### config.mk
export PLATFORM = sky130hd
export DESIGN_NAME = cbor_item_stream_decoder_core
export DESIGN_NICKNAME = d
export VERILOG_FILES = /design/src/design/cbd_pkg.sv /design/src/design/cbd_parse.sv /design/src/design/cbd_result_queue.sv /design/src/design/cbor_item_stream_decoder_core.sv
export SDC_FILE = /design/constraint.sdc
export NUM_CORES = 1
export LEC_CHECK = 0
export BUFFER_PORTS_ARGS = -buffer_cell sky130_fd_sc_hd__buf_2
export CAP_MARGIN = 30
export CORE_MARGIN = 3
export CORE_UTILIZATION = 45
export CTS_CLUSTER_SIZE = 14
export DETAILED_ROUTE_END_ITERATION = 8
export GPL_TIMING_DRIVEN = 0
export MAX_ROUTING_LAYER = met4
export PLACE_DENSITY_LB_ADDON = 0.3
export SKIP_LAST_GASP = 1
export SLEW_MARGIN = 25
export SYNTH_ARGS = -nofsm -noshare
export SYNTH_HDL_FRONTEND = slang
export SYNTH_SLANG_ARGS = --single-unit
### constraint.sdc
create_clock -name i_clk -period 6.3 [get_ports i_clk]
set_input_delay 0.315 -clock i_clk [delete_from_list [all_inputs] [get_ports i_clk]]
set_output_delay 0.315 -clock i_clk [all_outputs]
set_load 0.03 [all_outputs]
### src/design/cbd_pkg.sv
// Shared types and constants for the CBOR item stream decoder.
// No dependencies; imported by every module of the block.
package cbd_pkg;

    // Result kinds
    localparam logic [3:0] K_UINT    = 4'd0;
    localparam logic [3:0] K_BSTR    = 4'd1;
    localparam logic [3:0] K_TSTR    = 4'd2;
    localparam logic [3:0] K_ARRAY   = 4'd3;
    localparam logic [3:0] K_MAP     = 4'd4;
    localparam logic [3:0] K_BOOL    = 4'd5;
    localparam logic [3:0] K_NULL    = 4'd6;
    localparam logic [3:0] K_PAYLOAD = 4'd7;
    localparam logic [3:0] K_END     = 4'd8;
    localparam logic [3:0] K_ERROR   = 4'd9;

    // Major types
    localparam logic [2:0] MT_UINT  = 3'd0;
    localparam logic [2:0] MT_NINT  = 3'd1;
    localparam logic [2:0] MT_BSTR  = 3'd2;
    localparam logic [2:0] MT_TSTR  = 3'd3;
    localparam logic [2:0] MT_ARRAY = 3'd4;
    localparam logic [2:0] MT_MAP   = 3'd5;
    localparam logic [2:0] MT_TAG   = 3'd6;
    localparam logic [2:0] MT_OTHER = 3'd7;

    // Initial byte fields and simple values
    localparam logic [7:0] MT_MASK   = 8'h07;
    localparam logic [7:0] AI_MASK   = 8'h1F;
    localparam logic [4:0] AI_DIRECT = 5'd23;
    localparam logic [4:0] AI_ARG1   = 5'd24;
    localparam logic [4:0] AI_ARG8   = 5'd27;
    localparam logic [7:0] SV_FALSE  = 8'hF4;
    localparam logic [7:0] SV_TRUE   = 8'hF5;
    localparam logic [7:0] SV_NULL   = 8'hF6;

    localparam logic [31:0] MAX_ITEMS_RESET = 32'd1024;

    // Result queue geometry
    localparam int QDEPTH = 4;
    localparam int QAW    = $clog2(QDEPTH);
    localparam int QCW    = $clog2(QDEPTH + 1);

    typedef enum logic [2:0] {
        PH_HEAD = 3'b001,
        PH_ARG  = 3'b010,
        PH_PAY  = 3'b100
    } t_phase;

    typedef struct packed {
        logic [3:0]  kind;
        logic [63:0] value;
        logic [7:0]  pbyte;
        logic        run_last;
    } t_result;

    // Results of one input beat, in order
    typedef struct packed {
        logic [1:0] n;
        t_result    r0;
        t_result    r1;
    } t_push;

    typedef struct packed {
        logic [QCW-1:0] count;
        logic           full;
    } t_qstat;

endpackage

### src/design/cbd_parse.sv
// Parser state and per-byte decode for the CBOR item stream decoder.
// Depends on cbd_pkg.
module cbd_parse (
    input  logic           i_clk,
    input  logic           i_rst_n,
    input  logic           i_accept,
    input  logic [7:0]     i_data_byte,
    input  logic           i_last_byte,
    input  logic [31:0]    i_max_items,
    output cbd_pkg::t_push o_push
);
    import cbd_pkg::*;

    t_phase      r_phase, n_phase;
    logic [2:0]  r_major, n_major;
    logic [3:0]  r_left,  n_left;
    logic [63:0] r_accum, n_accum;
    logic [63:0] r_plen,  n_plen;
    logic        r_err,   n_err;

    logic        take_vld;
    t_result     take_res;
    logic        head_go;
    logic [2:0]  head_mt;
    logic [63:0] head_v;
    logic [2:0]  mt;
    logic [4:0]  ai;

    assign mt = 3'((i_data_byte >> 5) & MT_MASK);
    assign ai = 5'(i_data_byte & AI_MASK);

    // Decode one byte against the running state
    always_comb begin
        n_phase  = r_phase;
        n_major  = r_major;
        n_left   = r_left;
        n_accum  = r_accum;
        n_plen   = r_plen;
        n_err    = r_err;
        take_vld = 1'b0;
        take_res = '0;
        head_go  = 1'b0;
        head_mt  = r_major;
        head_v   = '0;

        if (!r_err) begin
            case (r_phase)
                PH_ARG: begin
                    n_accum = {r_accum[55:0], i_data_byte};
                    n_left  = (r_left != 4'd0) ? r_left - 4'd1 : 4'd0;
                    if (n_left == 4'd0) begin
                        head_go = 1'b1;
                        head_v  = n_accum;
                    end
                end
                PH_PAY: begin
                    take_vld       = 1'b1;
                    take_res.kind  = K_PAYLOAD;
                    take_res.pbyte = i_data_byte;
                    n_plen = (r_plen != 64'd0) ? r_plen - 64'd1 : 64'd0;
                    if (n_plen == 64'd0) n_phase = PH_HEAD;
                end
                default: begin
                    n_major = mt;
                    n_phase = PH_HEAD;
                    if (mt == MT_NINT || mt == MT_TAG) begin
                        n_err         = 1'b1;
                        take_vld      = 1'b1;
                        take_res.kind = K_ERROR;
                    end else if (mt == MT_OTHER) begin
                        take_vld = 1'b1;
                        if (i_data_byte == SV_FALSE) begin
                            take_res.kind = K_BOOL;
                        end else if (i_data_byte == SV_TRUE) begin
                            take_res.kind  = K_BOOL;
                            take_res.value = 64'd1;
                        end else if (i_data_byte == SV_NULL) begin
                            take_res.kind = K_NULL;
                        end else begin
                            n_err         = 1'b1;
                            take_res.kind = K_ERROR;
                        end
                    end else if (ai <= AI_DIRECT) begin
                        head_go = 1'b1;
                        head_mt = mt;
                        head_v  = 64'(ai);
                    end else if (ai <= AI_ARG8) begin
                        n_left  = 4'd1 << 2'(ai - AI_ARG1);
                        n_accum = '0;
                        n_phase = PH_ARG;
                    end else begin
                        n_err         = 1'b1;
                        take_vld      = 1'b1;
                        take_res.kind = K_ERROR;
                    end
                end
            endcase

            // Close a completed head
            if (head_go) begin
                n_phase  = PH_HEAD;
                take_vld = 1'b1;
                case (head_mt)
                    MT_UINT: begin
                        take_res.kind  = K_UINT;
                        take_res.value = head_v;
                    end
                    MT_BSTR, MT_TSTR: begin
                        take_res.kind  = (head_mt == MT_BSTR) ? K_BSTR : K_TSTR;
                        take_res.value = head_v;
                        if (head_v != 64'd0) begin
                            n_plen  = head_v;
                            n_phase = PH_PAY;
                        end
                    end
                    MT_ARRAY, MT_MAP: begin
                        if (head_v > {32'd0, i_max_items}) begin
                            n_err         = 1'b1;
                            take_res.kind = K_ERROR;
                        end else begin
                            take_res.kind  = (head_mt == MT_ARRAY) ? K_ARRAY : K_MAP;
                            take_res.value = head_v;
                        end
                    end
                    default: begin
                        n_err         = 1'b1;
                        take_res.kind = K_ERROR;
                    end
                endcase
            end
        end
    end

    // Assemble the results of this beat
    always_comb begin
        o_push = '0;
        if (i_last_byte) begin
            if (n_err || n_phase != PH_HEAD) begin
                o_push.n           = 2'd1;
                o_push.r0.kind     = K_ERROR;
                o_push.r0.run_last = 1'b1;
            end else if (take_vld) begin
                o_push.n           = 2'd2;
                o_push.r0          = take_res;
                o_push.r1.kind     = K_END;
                o_push.r1.run_last = 1'b1;
            end else begin
                o_push.n           = 2'd1;
                o_push.r0.kind     = K_END;
                o_push.r0.run_last = 1'b1;
            end
        end else if (take_vld) begin
            o_push.n           = 2'd1;
            o_push.r0          = take_res;
            o_push.r0.run_last = 1'b1;
        end
    end

    // Advance state on each accepted beat; rearm after the final byte
    always_ff @(posedge i_clk) begin
        if (!i_rst_n) begin
            r_phase <= PH_HEAD;
            r_major <= '0;
            r_left  <= '0;
            r_accum <= '0;
            r_plen  <= '0;
            r_err   <= 1'b0;
        end else if (i_accept) begin
            if (i_last_byte) begin
                r_phase <= PH_HEAD;
                r_major <= '0;
                r_left  <= '0;
                r_accum <= '0;
                r_plen  <= '0;
                r_err   <= 1'b0;
            end else begin
                r_phase <= n_phase;
                r_major <= n_major;
                r_left  <= n_left;
                r_accum <= n_accum;
                r_plen  <= n_plen;
                r_err   <= n_err;
            end
        end
    end

endmodule

### src/design/cbd_result_queue.sv
// Small result queue: takes up to two results per beat, hands out one.
// Depends on cbd_pkg.
module cbd_result_queue (
    input  logic             i_clk,
    input  logic             i_rst_n,
    input  logic             i_push_en,
    input  cbd_pkg::t_push   i_push,
    input  logic             i_pop,
    output cbd_pkg::t_result o_head,
    output logic             o_valid,
    output cbd_pkg::t_qstat  o_stat
);
    import cbd_pkg::*;

    t_result        r_mem [QDEPTH];
    logic [QAW-1:0] r_wr_ptr, r_rd_ptr;
    logic [QCW-1:0] r_count;
    logic [QCW-1:0] push_n;
    logic [QAW-1:0] wr_next;

    assign push_n  = i_push_en ? QCW'(i_push.n) : '0;
    assign wr_next = r_wr_ptr + QAW'(1);

    assign o_valid     = (r_count != '0);
    assign o_head      = r_mem[r_rd_ptr];
    assign o_stat.count = r_count;
    // Leave room for the largest beat
    assign o_stat.full  = (r_count > QCW'(QDEPTH - 2));

    // Store results of the beat
    always_ff @(posedge i_clk) begin
        if (push_n != '0) r_mem[r_wr_ptr] <= i_push.r0;
        if (push_n == QCW'(2)) r_mem[wr_next] <= i_push.r1;
    end

    // Track pointers and fill level
    always_ff @(posedge i_clk) begin
        if (!i_rst_n) begin
            r_wr_ptr <= '0;
            r_rd_ptr <= '0;
            r_count  <= '0;
        end else begin
            r_wr_ptr <= r_wr_ptr + QAW'(push_n);
            if (i_pop) r_rd_ptr <= r_rd_ptr + QAW'(1);
            r_count <= r_count + push_n - QCW'(i_pop);
        end
    end

endmodule

### src/design/cbor_item_stream_decoder_core.sv
// Top level of the CBOR item stream decoder: config register, parser, result queue.
// Depends on cbd_pkg, cbd_parse and cbd_result_queue.

// Accepts one buffer byte per clock and emits one result beat per clock while the
// output is not stalled. Each byte is decoded by the parser, whose results (none,
// one or two) enter a four-entry result queue; the input stalls only while that
// queue lacks room for two results, so with an unstalled output a byte stream
// whose bytes each give at most one result runs at one byte per cycle, and only
// a final byte that closes an item gives two results (item result plus end).
// Results are uint, string heads, array and map counts, booleans, null, one
// payload beat per string byte, errors, and one end or error beat on the final
// byte. The count limit register may be written only while the block is idle.
module cbor_item_stream_decoder_core (
    input  logic        i_clk,
    input  logic        i_rst_n,
    input  logic        i_in_valid,
    output logic        o_in_stall,
    input  logic [7:0]  i_data_byte,
    input  logic        i_last_byte,
    output logic        o_out_valid,
    input  logic        i_out_stall,
    output logic [3:0]  o_kind,
    output logic [63:0] o_value,
    output logic [7:0]  o_payload_byte,
    output logic        o_run_last,
    input  logic        i_cfg_we,
    input  logic [31:0] i_cfg_wdata
);
    import cbd_pkg::*;

    logic [31:0] r_max_items;
    logic        in_accept;
    logic        out_pop;
    t_push       push;
    t_result     head;
    t_qstat      qstat;

    assign in_accept  = i_in_valid && !o_in_stall;
    assign out_pop    = o_out_valid && !i_out_stall;
    assign o_in_stall = qstat.full;

    // Hold the container count limit
    always_ff @(posedge i_clk) begin
        if (!i_rst_n) begin
            r_max_items <= MAX_ITEMS_RESET;
        end else if (i_cfg_we) begin
            r_max_items <= i_cfg_wdata;
        end
    end

    cbd_parse u_parse (
        .i_clk       (i_clk),
        .i_rst_n     (i_rst_n),
        .i_accept    (in_accept),
        .i_data_byte (i_data_byte),
        .i_last_byte (i_last_byte),
        .i_max_items (r_max_items),
        .o_push      (push)
    );

    cbd_result_queue u_queue (
        .i_clk     (i_clk),
        .i_rst_n   (i_rst_n),
        .i_push_en (in_accept),
        .i_push    (push),
        .i_pop     (out_pop),
        .o_head    (head),
        .o_valid   (o_out_valid),
        .o_stat    (qstat)
    );

    assign o_kind         = head.kind;
    assign o_value        = head.value;
    assign o_payload_byte = head.pbyte;
    assign o_run_last     = head.run_last;

    // Queue never overfills
    a_qbound: assert property (@(posedge i_clk) disable iff (!i_rst_n)
        qstat.count <= QCW'(QDEPTH))
        else $error("result queue overfilled");

    // Accepted beat without a pop grows the queue by its result count
    a_qgrow: assert property (@(posedge i_clk) disable iff (!i_rst_n)
        (in_accept && !out_pop) |=>
            qstat.count == $past(qstat.count) + QCW'($past(push.n)))
        else $error("result queue lost or gained entries");

    // End and error beats always close their input byte
    a_close: assert property (@(posedge i_clk) disable iff (!i_rst_n)
        (o_out_valid && (o_kind == K_END || o_kind == K_ERROR)) |-> o_run_last)
        else $error("end or error beat without run_last");

endmodule

Word-level counts from Yosys, hierarchy flattened
Memory sizes are Yosys's and may differ from the RTL's. A register that Yosys moved wholly into a read port is not among the register bits.
Index checks and enable logic that the tools add are counted.
{"block": "word_totals", "mem_bits_rw": 308, "input_bits": 46, "wordCells": 180, "output_inout_bits": 79, "register_bits": 170, "mem_count": 1}
{"block": "op_classes", "shift": 1, "n_reduce_logical": 22, "add_sub_neg": 8, "eq_ne": 20, "mux": 114, "order_cmp": 4}
{"memory": "u_queue.r_mem", "words": 4, "word_bits": 77, "read_ports": 1, "rd_ports_with_merged_regs": 1, "wr": 2, "line_no": "cbd_result_queue.sv:15", "rtl": "t_result r_mem [QDEPTH];"}
{"operator": "$mux 64", "n": 16}
{"operator": "$mux 56", "n": 6}
{"operator": "$pmux 64 s2", "n": 2}
{"operator": "$mux 72", "n": 2}
{"operator": "$reduce_bool 64->1", "n": 2}
{"operator": "$pmux 56 s2", "n": 1}
{"operator": "$mux 79", "n": 1}
{"operator": "$mux 78", "n": 1}
{"operator": "$mux 76", "n": 1}
{"operator": "$mux 4", "n": 18}
{"operator": "$mux 68", "n": 1}
{"operator": "$gt 64x32->1", "n": 1}
{"operator": "$logic_not 64->1", "n": 1}
{"operator": "$sub 64x1->64 const B", "n": 1}
{"operator": "$mux 3", "n": 18}
{"operator": "$mux 1", "n": 31}
{"operator": "$eq 8x8->1 const B", "n": 3}
{"operator": "$pmux 4 s2", "n": 2}
{"operator": "$eq 3x3->1 const B", "n": 5}
{"operator": "$eq 3x2->1 const B", "n": 4}
{"operator": "$mux 6", "n": 2}
{"operator": "$pmux 4 s3", "n": 1}
{"operator": "$le 5x5->1 const B", "n": 2}
{"operator": "$mux 2", "n": 5}
{"operator": "other kinds (29)", "n": 42}

Logic depth before layout (Yosys ltp)
Gate-level depths: netlist (run 1).
{"block": "logic_depth", "ltp_word": 19, "mapped_depth": 22, "depth_no_buf": 20}

Modules after synthesis
Synthesis (run 1) repeated with hierarchy kept, for this count alone.
{"block": "hier_totals", "cells_unflattened": 2613, "hier_area_um2": 28187.0}
{"module": "cbd_result_queue", "area_each_um2": 15336.0, "n_inst": 1, "seq_area_each_um2": 9429.0, "cells_each": 802}
{"module": "cbd_parse", "area_each_um2": 11597.4, "n_inst": 1, "seq_area_each_um2": 2622.5, "cells_each": 1706}
{"module": "cbor_item_stream_decoder_core", "area_each_um2": 1253.7, "n_inst": 1, "seq_area_each_um2": 640.6, "cells_each": 105}

Worst setup path after synthesis (run 1)
No wires, ideal clock.
{"block": "synth_path", "path_kind": "reg2reg", "startpoint": "register u_parse.r_phase[0]", "endpoint": "register u_queue.r_count[2]", "path_slack_ps": 979, "n_path_buf": 3, "synth_period_minus_slack_ps": 5321, "arrival_time_ps": 5193, "stages_incl_launch_ff": 22, "path_cell_list": "dfxtp_1 -> clkbuf_1 -> or3b_2 -> nor4_2 -> clkbuf_1 -> nand2_1 -> inv_1 -> ha_1 -> nand4_1 -> nor4_1 -> nand2_1 -> o311a_1 -> nor4_1 -> a31oi_1 -> a21o_1 -> or3_1 -> buf_2 -> ha_1 -> fa_1 -> xnor2_1 -> xnor2_1 -> nor2_1"}
{"block": "synth_between", "elab_chain_cells": 16, "word_cells_on_any_way": 42, "classes_between": "add/sub (2); order compare (1); eq/ne (7); mux (25); reduce/logical (7)"}
{"element": "from (decl)", "line_no": "cbd_parse.sv:14", "rtl": "t_phase r_phase, n_phase;"}
{"element": "from (signal assigned)", "line_no": "cbd_parse.sv:177", "rtl": "r_phase <= n_phase;"}
{"element": "branches (longest 12 deep; another with $gt 64x32->1)"}
{"element": "$mux 79 (*)", "line_no": "cbd_parse.sv:137", "rtl": "if (i_last_byte) begin"}
{"element": "$mux 2 (*)", "line_no": "cbd_result_queue.sv:21", "rtl": "assign push_n = i_push_en ? QCW'(i_push.n) : '0;"}
{"element": "$add 3x3->3 (*)", "line_no": "cbd_result_queue.sv:45", "rtl": "r_count <= r_count + push_n - QCW'(i_pop);"}
{"element": "$sub 3x1->3 (*)", "line_no": "cbd_result_queue.sv:45"}
{"element": "to (signal assigned)", "line_no": "cbd_result_queue.sv:45"}
{"element": "to (decl)", "line_no": "cbd_result_queue.sv:17", "rtl": "logic [QCW-1:0] r_count;"}
Mark *: on every way between the ends. The select of a mux whose other input is x is not followed.
A chain may end at the register's enable or synchronous reset.

Worst setup path in the final report (run 1)
{"block": "layout_path", "startpoint": "register u_parse.r_plen[0]", "endpoint": "register u_queue.r_count[2]"}
{"block": "layout_between", "elab_chain_cells": 14, "word_cells_on_any_way": 15, "classes_between": "add/sub (3); eq/ne (1); mux (8); reduce/logical (3)"}
{"element": "from (decl)", "line_no": "cbd_parse.sv:18", "rtl": "logic [63:0] r_plen, n_plen;"}
{"element": "from (signal assigned)", "line_no": "cbd_parse.sv:181", "rtl": "r_plen <= n_plen;"}
{"element": "$sub 64x1->64 / $reduce_bool 64->1 (equally long branches)", "line_no": "cbd_parse.sv:60", "rtl": "n_plen = (r_plen != 64'd0) ? r_plen - 64'd1 : 64'd0;"}
{"element": "$mux 64 (*)", "line_no": "cbd_parse.sv:60"}
{"element": "$logic_not 64->1 (*)", "line_no": "cbd_parse.sv:61", "rtl": "if (n_plen == 64'd0) n_phase = PH_HEAD;"}
{"element": "$mux 3 (*)", "line_no": "cbd_parse.sv:61"}
{"element": "$pmux 3 s2 (*)", "line_no": "cbd_parse.sv:47", "rtl": "case (r_phase)"}
{"element": "$mux 3 (*)", "line_no": "cbd_parse.sv:100", "rtl": "if (head_go) begin"}
{"element": "$mux 3 (*)", "line_no": "cbd_parse.sv:46", "rtl": "if (!r_err) begin"}
{"element": "$ne 3x1->1 (*)", "line_no": "cbd_parse.sv:138", "rtl": "if (n_err || n_phase != PH_HEAD) begin"}
{"element": "$logic_or 1x1->1 (*)", "line_no": "cbd_parse.sv:138"}
{"element": "$mux 6 (*)", "line_no": "cbd_parse.sv:138"}
{"element": "$mux 79 (*)", "line_no": "cbd_parse.sv:137"}
{"element": "$mux 2 (*)", "line_no": "cbd_result_queue.sv:21"}
{"element": "$add 3x3->3 (*)", "line_no": "cbd_result_queue.sv:45"}
{"element": "$sub 3x1->3 (*)", "line_no": "cbd_result_queue.sv:45"}
Mark *: on every way between the ends. The rest lies on a longest branch, timed or not.

==> results of run 1 <==
-- logic make-up (layout without fill, tap and decap cells) --
family / Yosys count / count (layout)
XOR/XNOR: 22 / 22
multiplexers: 115 / 115
adder cells (fa/ha/maj): 38 / 38
AO/OA/AOI/OAI: 743 / 743
other: 0 / 2
flip-flops: 480 / 480
AND/OR/NAND/NOR: 1396 / 1396
buffers and inverters: 378 / 632
-- Yosys cell counts, types with 7 or more instances --
library cell,count
nand2_1,587
a21oi_1,473
dfxtp_1,472
clkbuf_1,247
nand3_1,221
nor2_1,205
o21ai_0,91
nor3_1,83
mux4_2,77
nor4_1,73
inv_1,68
or3_1,54
ha_1,37
mux2i_1,37
nand4_1,32
buf_2,30
a211oi_1,26
and2_1,24
a22oi_1,22
or4_1,18
nor4b_1,16
a221oi_1,15
a21o_1,14
o211ai_1,14
xnor2_1,14
a311oi_1,12
buf_4,12
nand2b_1,12
or2_2,12
nor2b_1,11
o31ai_1,11
clkbuf_2,10
a31oi_1,8
buf_1,8
edfxtp_1,8
nand3b_1,8
xor2_1,8
and4_1,7
o22ai_1,7
-- final timing paths --
kind,to,cells after the start,slack (ps)
setup / recovery,u_queue.r_count[2]$_SDFF_PN0_,19,180
hold reg to reg,u_queue.r_mem[2][31]$_SDFFE_PP0P_,2,450
setup reg to reg,u_queue.r_count[2]$_SDFF_PN0_,19,180
hold / removal,r_max_items[28]$_SDFFE_PN0P_,3,20
-- power by group --
part	internal [uW]	switching, uW
combinational	801	2100
clock	1880	1370
sequential	3190	88.6
total	5870	3560
-- worst max-delay path: cells and delay by family, from the launching register on --
kind | cells | cell delay (ps)
simple gates | 8 | 2890
fa+ha+maj | 3 | 1030
buf+inv | 4 | 860
xor+xnor | 3 | 570
compound gates | 1 | 320
flops | 1 | 290
-- timing repair --
action                                  in CTS  in global routing
buffers inserted                             0                  1
endpoints found under the setup margin     320                165
pin swaps                                    0                  2
hold buffers                                31                  0
endpoints found under the hold margin       31                  0
resized for setup                            8                 14
-- per-stage QoR --
| stage | instance area (um2) | instances |
|---|---|---|
| final | 28600 | 4124 |
| after global routing | 28600 | 4123 |
| after CTS | 28500 | 4118 |
| after detailed placement | 26300 | 3989 |
| after global placement | 26300 | 3984 |
| after floorplan | 24800 | 3172 |
-- final cells by class --
type                       count  area (um2)
sequential                   480        9690
tap                          696         871
inverter                      70         263
clock buffer                  76        1540
clock inverter                22         275
buffer                       308        1270
antenna                        2        5.00
fill                        5224       25600
multi-input combinational   2314       13700
timing repair buffer         156         967
-- per-layer routing --
| layer | routed length (um) | share of wire [%] | up-vias |
|---|---|---|---|
| met3 | 10600 | 11 | 305 |
| met5 | 0 | 0 | - |
| met2 | 44800 | 46 | 1560 |
| met1 | 38400 | 39 | 12400 |
| li1 | - | - | 11700 |
| met4 | 4550 | 4.6 | 0 |
-- sequential cells by signal, summed over array words and instances (netlist names), named ones only --
signal            count
r_max_items          32
u_parse.r_accum      56
u_parse.r_err         1
u_parse.r_left        4
u_parse.r_major       3
u_parse.r_phase       3
u_parse.r_plen       64
u_queue.r_count       3
u_queue.r_mem       308
u_queue.r_rd_ptr      2
u_queue.r_wr_ptr      2
==> flow_summary.ini, run 1 <==
[floorplan]
fp.coreArea_um2 = 54200
dieArea_um2 = 58000
io_pins = 125
num_rows = 85
die_h_um = 241
initial_core_util_pct = 45.8
die_w_um = 241

[sta]
fin_crit_sh_pct = 97.2
clock_skew_ps = 43.0
fmax_mhz = 163
slew_headroom_pct = 28.9
slew_viol_final = 0
setup_tns_ps = 0
period_needed_ps = 6120
holdWs_ps = 15.9
rsz0062_at_grt = true
finalWorstSetupSlack_ps = 178
worstMarginPinSlew_ps = 1060
finalHoldViolations = 0
setup_viol = 0

[status]
status = completed

[synthesis]
synth_top_family_by_area = simple AND/OR/NAND/NOR gates
synth_top_area_cell = dfxtp_1
synth_edf_count = 8
syn_area_um2 = 24800
synthAdderAreaFrac_pct = 1.95
syn-num-nets = 3256
synth_compound_area_share_pct = 17.2
synth_flop_cell = dfxtp_1
synth_seq_cells = 480
ys_seq_area_share_pct = 39.0
synthArstFlopShare_pct = 0
avgSynthCellArea_um2 = 7.82
synth.distinct_cells = 77
ys_warn_count = 0
synth_cells = 3172
synth_area_leaders = dfxtp_1, a21oi_1, nand2_1
yosys.area_share.simple_pct = 26.4
synthXorXnorAreaFrac_pct = 0.776
yosysTopAreaCellShare_pct = 38.1
synth_mux_area_share_pct = 8.53

[clock_network]
clock-sinks = 480
cts.clk_slew.worst_paths_ps = 60
htreeDepth = 2
root_buffer = clkbuf_16
clock_path_buffers = 3
clk_latency_ps = 630
cts_tree = done
cts_buffers = 52

[final_layout]
layout_common_cells = nand2_1, a21oi_1, dfxtp_1
final_util_pct = 52.7
syn2layout_area_growth_pct = 15.3
final_nets = 3466
drive_above_1_share_pct = 11.7
final_common_cell = nand2_1

[critical_path]
critPathSlowestCell = nor4_1
slowest_delay_ps = 570
cp.required_ps = 6790
crit_start = u_parse.r_plen[0]$_SDFFE_PN0P_
end_kind = flop
crit_path_frequent_cell = xnor2_1
critPathKind = flop to flop
r2r-start = u_parse.r_plen[0]$_SDFFE_PN0P_
worstSetupStartpointType = flop
path_cells = clkbuf_1, inv_1, ha_1, nor4b_2, and4_1, clkbuf_1, nand4_1, nor4_1, xnor2_1, nand4_1, nor4_2, a21oi_2, or3_1, buf_2, ha_1, fa_1, xnor2_1, xnor2_1, nor2_1
cp_max_fo = 9
crit_arrival_ps = 6610

[hold_path]
hold_path_startpoint = i_cfg_wdata[28]
hp-class = primary input to flop

[placement]
port_buffers = 116
routabilityCongestion = 0.986
post-place-ws_ps = -872
dp_hpwl_mm = 70.6

[routing]
vias = 25900
ant_nets = 0
vias_per_cell = 6.29
drt-initial-drc-count = 2980
firstDrtPassIters = 7
routedWlPerCell_um = 23.8
drc = 0
drt_wl_total_mm = 98.3

[global_route]
top_usage_layer = met2
grt_overflow_total = 0
grt_pass1_wl_mm = 147
met1_usage_pct = 43.0
grt_pass1_vias = 24000
use_met3_pct = 7.10
antenna_found_initial = 1
grt_max_degree = 16
grt_use_total_pct = 33.9
grt_util_met2_pct = 52.4

[power_and_ir_drop]
p_leak_uw = 0.0105
power_density_nw_per_um2 = 329
irDropWorstVdd_uv = 226
p_total_uw = 9420

[job]
drv_cap = 0
Power figures use the tool's default switching activity.
==> run 2, diff against run 1 <==
--- a/config.mk
+++ b/config.mk
@@ -18,4 +18,5 @@
 export SLEW_MARGIN = 25
 export SYNTH_ARGS = -nofsm -noshare
 export SYNTH_HDL_FRONTEND = slang
+export SYNTH_HIERARCHICAL = 1
 export SYNTH_SLANG_ARGS = --single-unit
==> run 2 against run 1 <==
Compared with the run above: critical path depth increased by 1; sequential cell count unchanged; wire length about the same; area after synthesis increased by 14%; count of clock-buffer cells in the layout increased by 1; fmax decreased by 1.7%; design area increased by 15%; combinational power increased by 27%; sequential power increased by 14%; die area increased by 13%; critical path type unchanged; largest cell class unchanged; largest power group unchanged.
==> flow_summary.ini, run 2 <==
[status]
status = completed

[power_and_ir_drop]
power_density_nw_per_um2 = 318
irDropWorstVdd_uv = 215
p_leak_uw = 0.0126

[clock_network]
htreeDepth = 2
cts_tree = done
clock-sinks = 480
cts.clk_slew.worst_paths_ps = 60
root_buffer = clkbuf_16
cts_buffers = 53
clock_path_buffers = 3
clk_latency_ps = 620

[final_layout]
largest_register_ffs = 308
reg_top3 = u_queue/r_mem (308), u_parse/r_plen (64), u_parse/r_accum (56)
final_nets = 3009
layout_common_cells = edfxtp_1, mux2_2, a21oi_1
drive_above_1_share_pct = 28.4
syn2layout_area_growth_pct = 16.7
largest-register = u_queue/r_mem
n_fill_cell = 5437
final_common_cell = edfxtp_1
final_util_pct = 53.2

[floorplan]
fp.coreArea_um2 = 61800
die_w_um = 256
initial_core_util_pct = 45.6
num_rows = 91
dieArea_um2 = 65700
io_pins = 125
die_h_um = 256

[critical_path]
timing.rr.end = u_queue/r_mem[1][75]$_DFFE_PP_
cp.buffers_inverters = 8
slowest_delay_ps = 720
crit_start = u_parse/r_plen[40]$_SDFFE_PN0P_
cp.required_ps = 6660
path_cells = buf_6, or4_1, buf_2, or4b_1, o41ai_1, o21ai_1, nor4_1, nand4_1, or4_4, a21o_1, buf_6, buf_2, nor2_4, buf_4, nand3b_1, buf_4, or3_4, buf_6, buf_6, mux2_4
r2r-start = u_parse/r_plen[40]$_SDFFE_PN0P_
crit_path_frequent_cell = buf_6
end_kind = flop
cp_top_family = simple AND/OR/NAND/NOR gates
critPathKind = flop to flop
rr_worst_depth = 20
worstSetupStartpointType = flop
crit_arrival_ps = 6590
cp_max_fo = 10
critPathSlowestCell = o41ai_1
reg2reg_setup_slack_ps = 70

[placement]
post-place-ws_ps = -2100
port_buffers = 121
dp_hpwl_mm = 71.1
routabilityCongestion = 0.992

[synthesis]
synthArstFlopShare_pct = 0
yosys-top-cells-count = edfxtp_1, mux2_2, a21oi_1, dfxtp_1, nor2_1
ys_seq_area_share_pct = 45.0
syn_area_um2 = 28200
synth_top_family_by_area = multiplexers
synthAdderAreaFrac_pct = 1.71
synth_seq_cells = 480
ys_warn_count = 6
synth_compound_area_share_pct = 11.5
synth_area_leaders = edfxtp_1, dfxtp_1, mux2_2
synthXorXnorAreaFrac_pct = 0.653
synth_top_area_cell = edfxtp_1
synth_cells = 2613
synth_most_common_cell = edfxtp_1
synth_flop_cell = edfxtp_1
synth_edf_count = 308
yosys.area_share.simple_pct = 14.4
yosysTopAreaCellShare_pct = 32.8
synth_mux_area_share_pct = 20.2
avgSynthCellArea_um2 = 10.8
synth.distinct_cells = 83

[routing]
drt_wl_total_mm = 98.3
vias_per_cell = 6.12
routedWlPerCell_um = 25.8
ant_nets = 0
firstDrtPassIters = 6
vias = 23300
drt-initial-drc-count = 2570
drc = 0

[global_route]
grt_max_degree = 41
grt_pass1_vias = 22800
grt_use_total_pct = 30.0
grt_overflow_total = 0
grt_pass1_wl_mm = 146
antenna_found_initial = 0

[job]
drv_cap = 0

[sta]
period_needed_ps = 6230
fin_crit_sh_pct = 98.8
clock_skew_ps = 28.3
holdWs_ps = 15.0
setup_tns_ps = 0
worstMarginPinSlew_ps = 992
slew_viol_final = 0
finalHoldViolations = 0
setup_viol = 0
slew_headroom_pct = 33.8
finalWorstSetupSlack_ps = 72.8
fmax_mhz = 161

[hold_path]
hold_depth = 3
min_to = r_max_items[28]$_SDFFE_PN0P_
hold_path_startpoint = i_cfg_wdata[28]
hp-class = primary input to flop
==> run 2: cell types whose count changed after synthesis, moves of 33 or more <==
cell	before	now
buf_4	12	79
edfxtp_1	8	308
mux2_2	1	281
nand3_1	221	99
clkbuf_1	247	155
nand2_1	587	150
dfxtp_1	472	172
nor2_1	205	165
a21oi_1	473	194
nand4_1	32	65
==> run 2: cell families after synthesis <==
kind of cell,Yosys count
muxes,422
xor gates and xnor gates,21
DFF,480
and+or+nand+nor,782
buffers and inverters,368
other,1
AOI/OAI and AO/OA,501
adders and majority gates,38
==> run 2: final cells by class <==
class / count / area, um2 / area share [%]
sequential: 480 / 12700 / 38.6
timing repair buffer: 186 / 1340 / 4.06
clock inverter: 22 / 219 / 0.666
antenna: 1 / 2.50 / 0.00761
multi-input combinational: 1839 / 14200 / 43.3
tap: 837 / 1050 / 3.18
buffer: 293 / 1640 / 4.97
inverter: 72 / 270 / 0.822
clock buffer: 77 / 1460 / 4.43
==> run 2: report_power, final <==
part           internal [uW]  total [uW]  leakage (uW)  switching, uW
Clock                   1730        3030      0.000817           1300
Sequential              3650        3730       0.00442           85.1
Combinational           1210        3690       0.00738           2480
Total                   6590       10500        0.0126           3860
==> run 2: per-stage QoR <==
step	cells	total power, uW	cell area, um2
after floorplan	2687	6140	28500
after global placement	3645	7270	30100
after detailed placement	3657	7340	30400
after CTS	3796	10400	32700
after global routing	3806	10800	32900
final	3807	10500	32900
==> run 2: worst max-delay path by stage <==
stage	endpoint	slack, ps	cells past startpoint
5_1_grt	u_queue/r_mem[1][73]$_DFFE_PP_	-20	23
3_5_place_dp	u_queue/r_mem[0][55]$_DFFE_PP_	-2100	24
6_report	u_queue/r_mem[1][75]$_DFFE_PP_	70	20
2_1_floorplan	u_queue/r_mem[1][0]$_DFFE_PP_	30	22
4_1_cts	u_queue/r_mem[1][73]$_DFFE_PP_	4	21
3_3_place_gp	u_queue/r_mem[1][51]$_DFFE_PP_	-3090	21
==> run 2: worst min-delay path, cell delays in order <==
cell and delay (ps):
buf_2 100, mux2i_1 70, nor2b_1 100
==> run 2: per-layer routing <==
layer  share of wire [%]  vias to the layer above  track usage, %
li1                    -                    10400               -
met1                  41                    11500            38.8
met2                  48                     1140            48.4
met3                 8.1                      224            4.59
met4                 3.6                        0            10.2
met5                   0                        -               -
==> run 2: repair_timing <==
| item | CTS | global route |
|---|---|---|
| resized for setup | 52 | 31 |
| hold buffers | 31 | 0 |
| pin swaps | 6 | 10 |
| setup endpoints to repair | 621 | 541 |
| setup buffers | 11 | 11 |
| endpoints found under the hold margin | 31 | 0 |
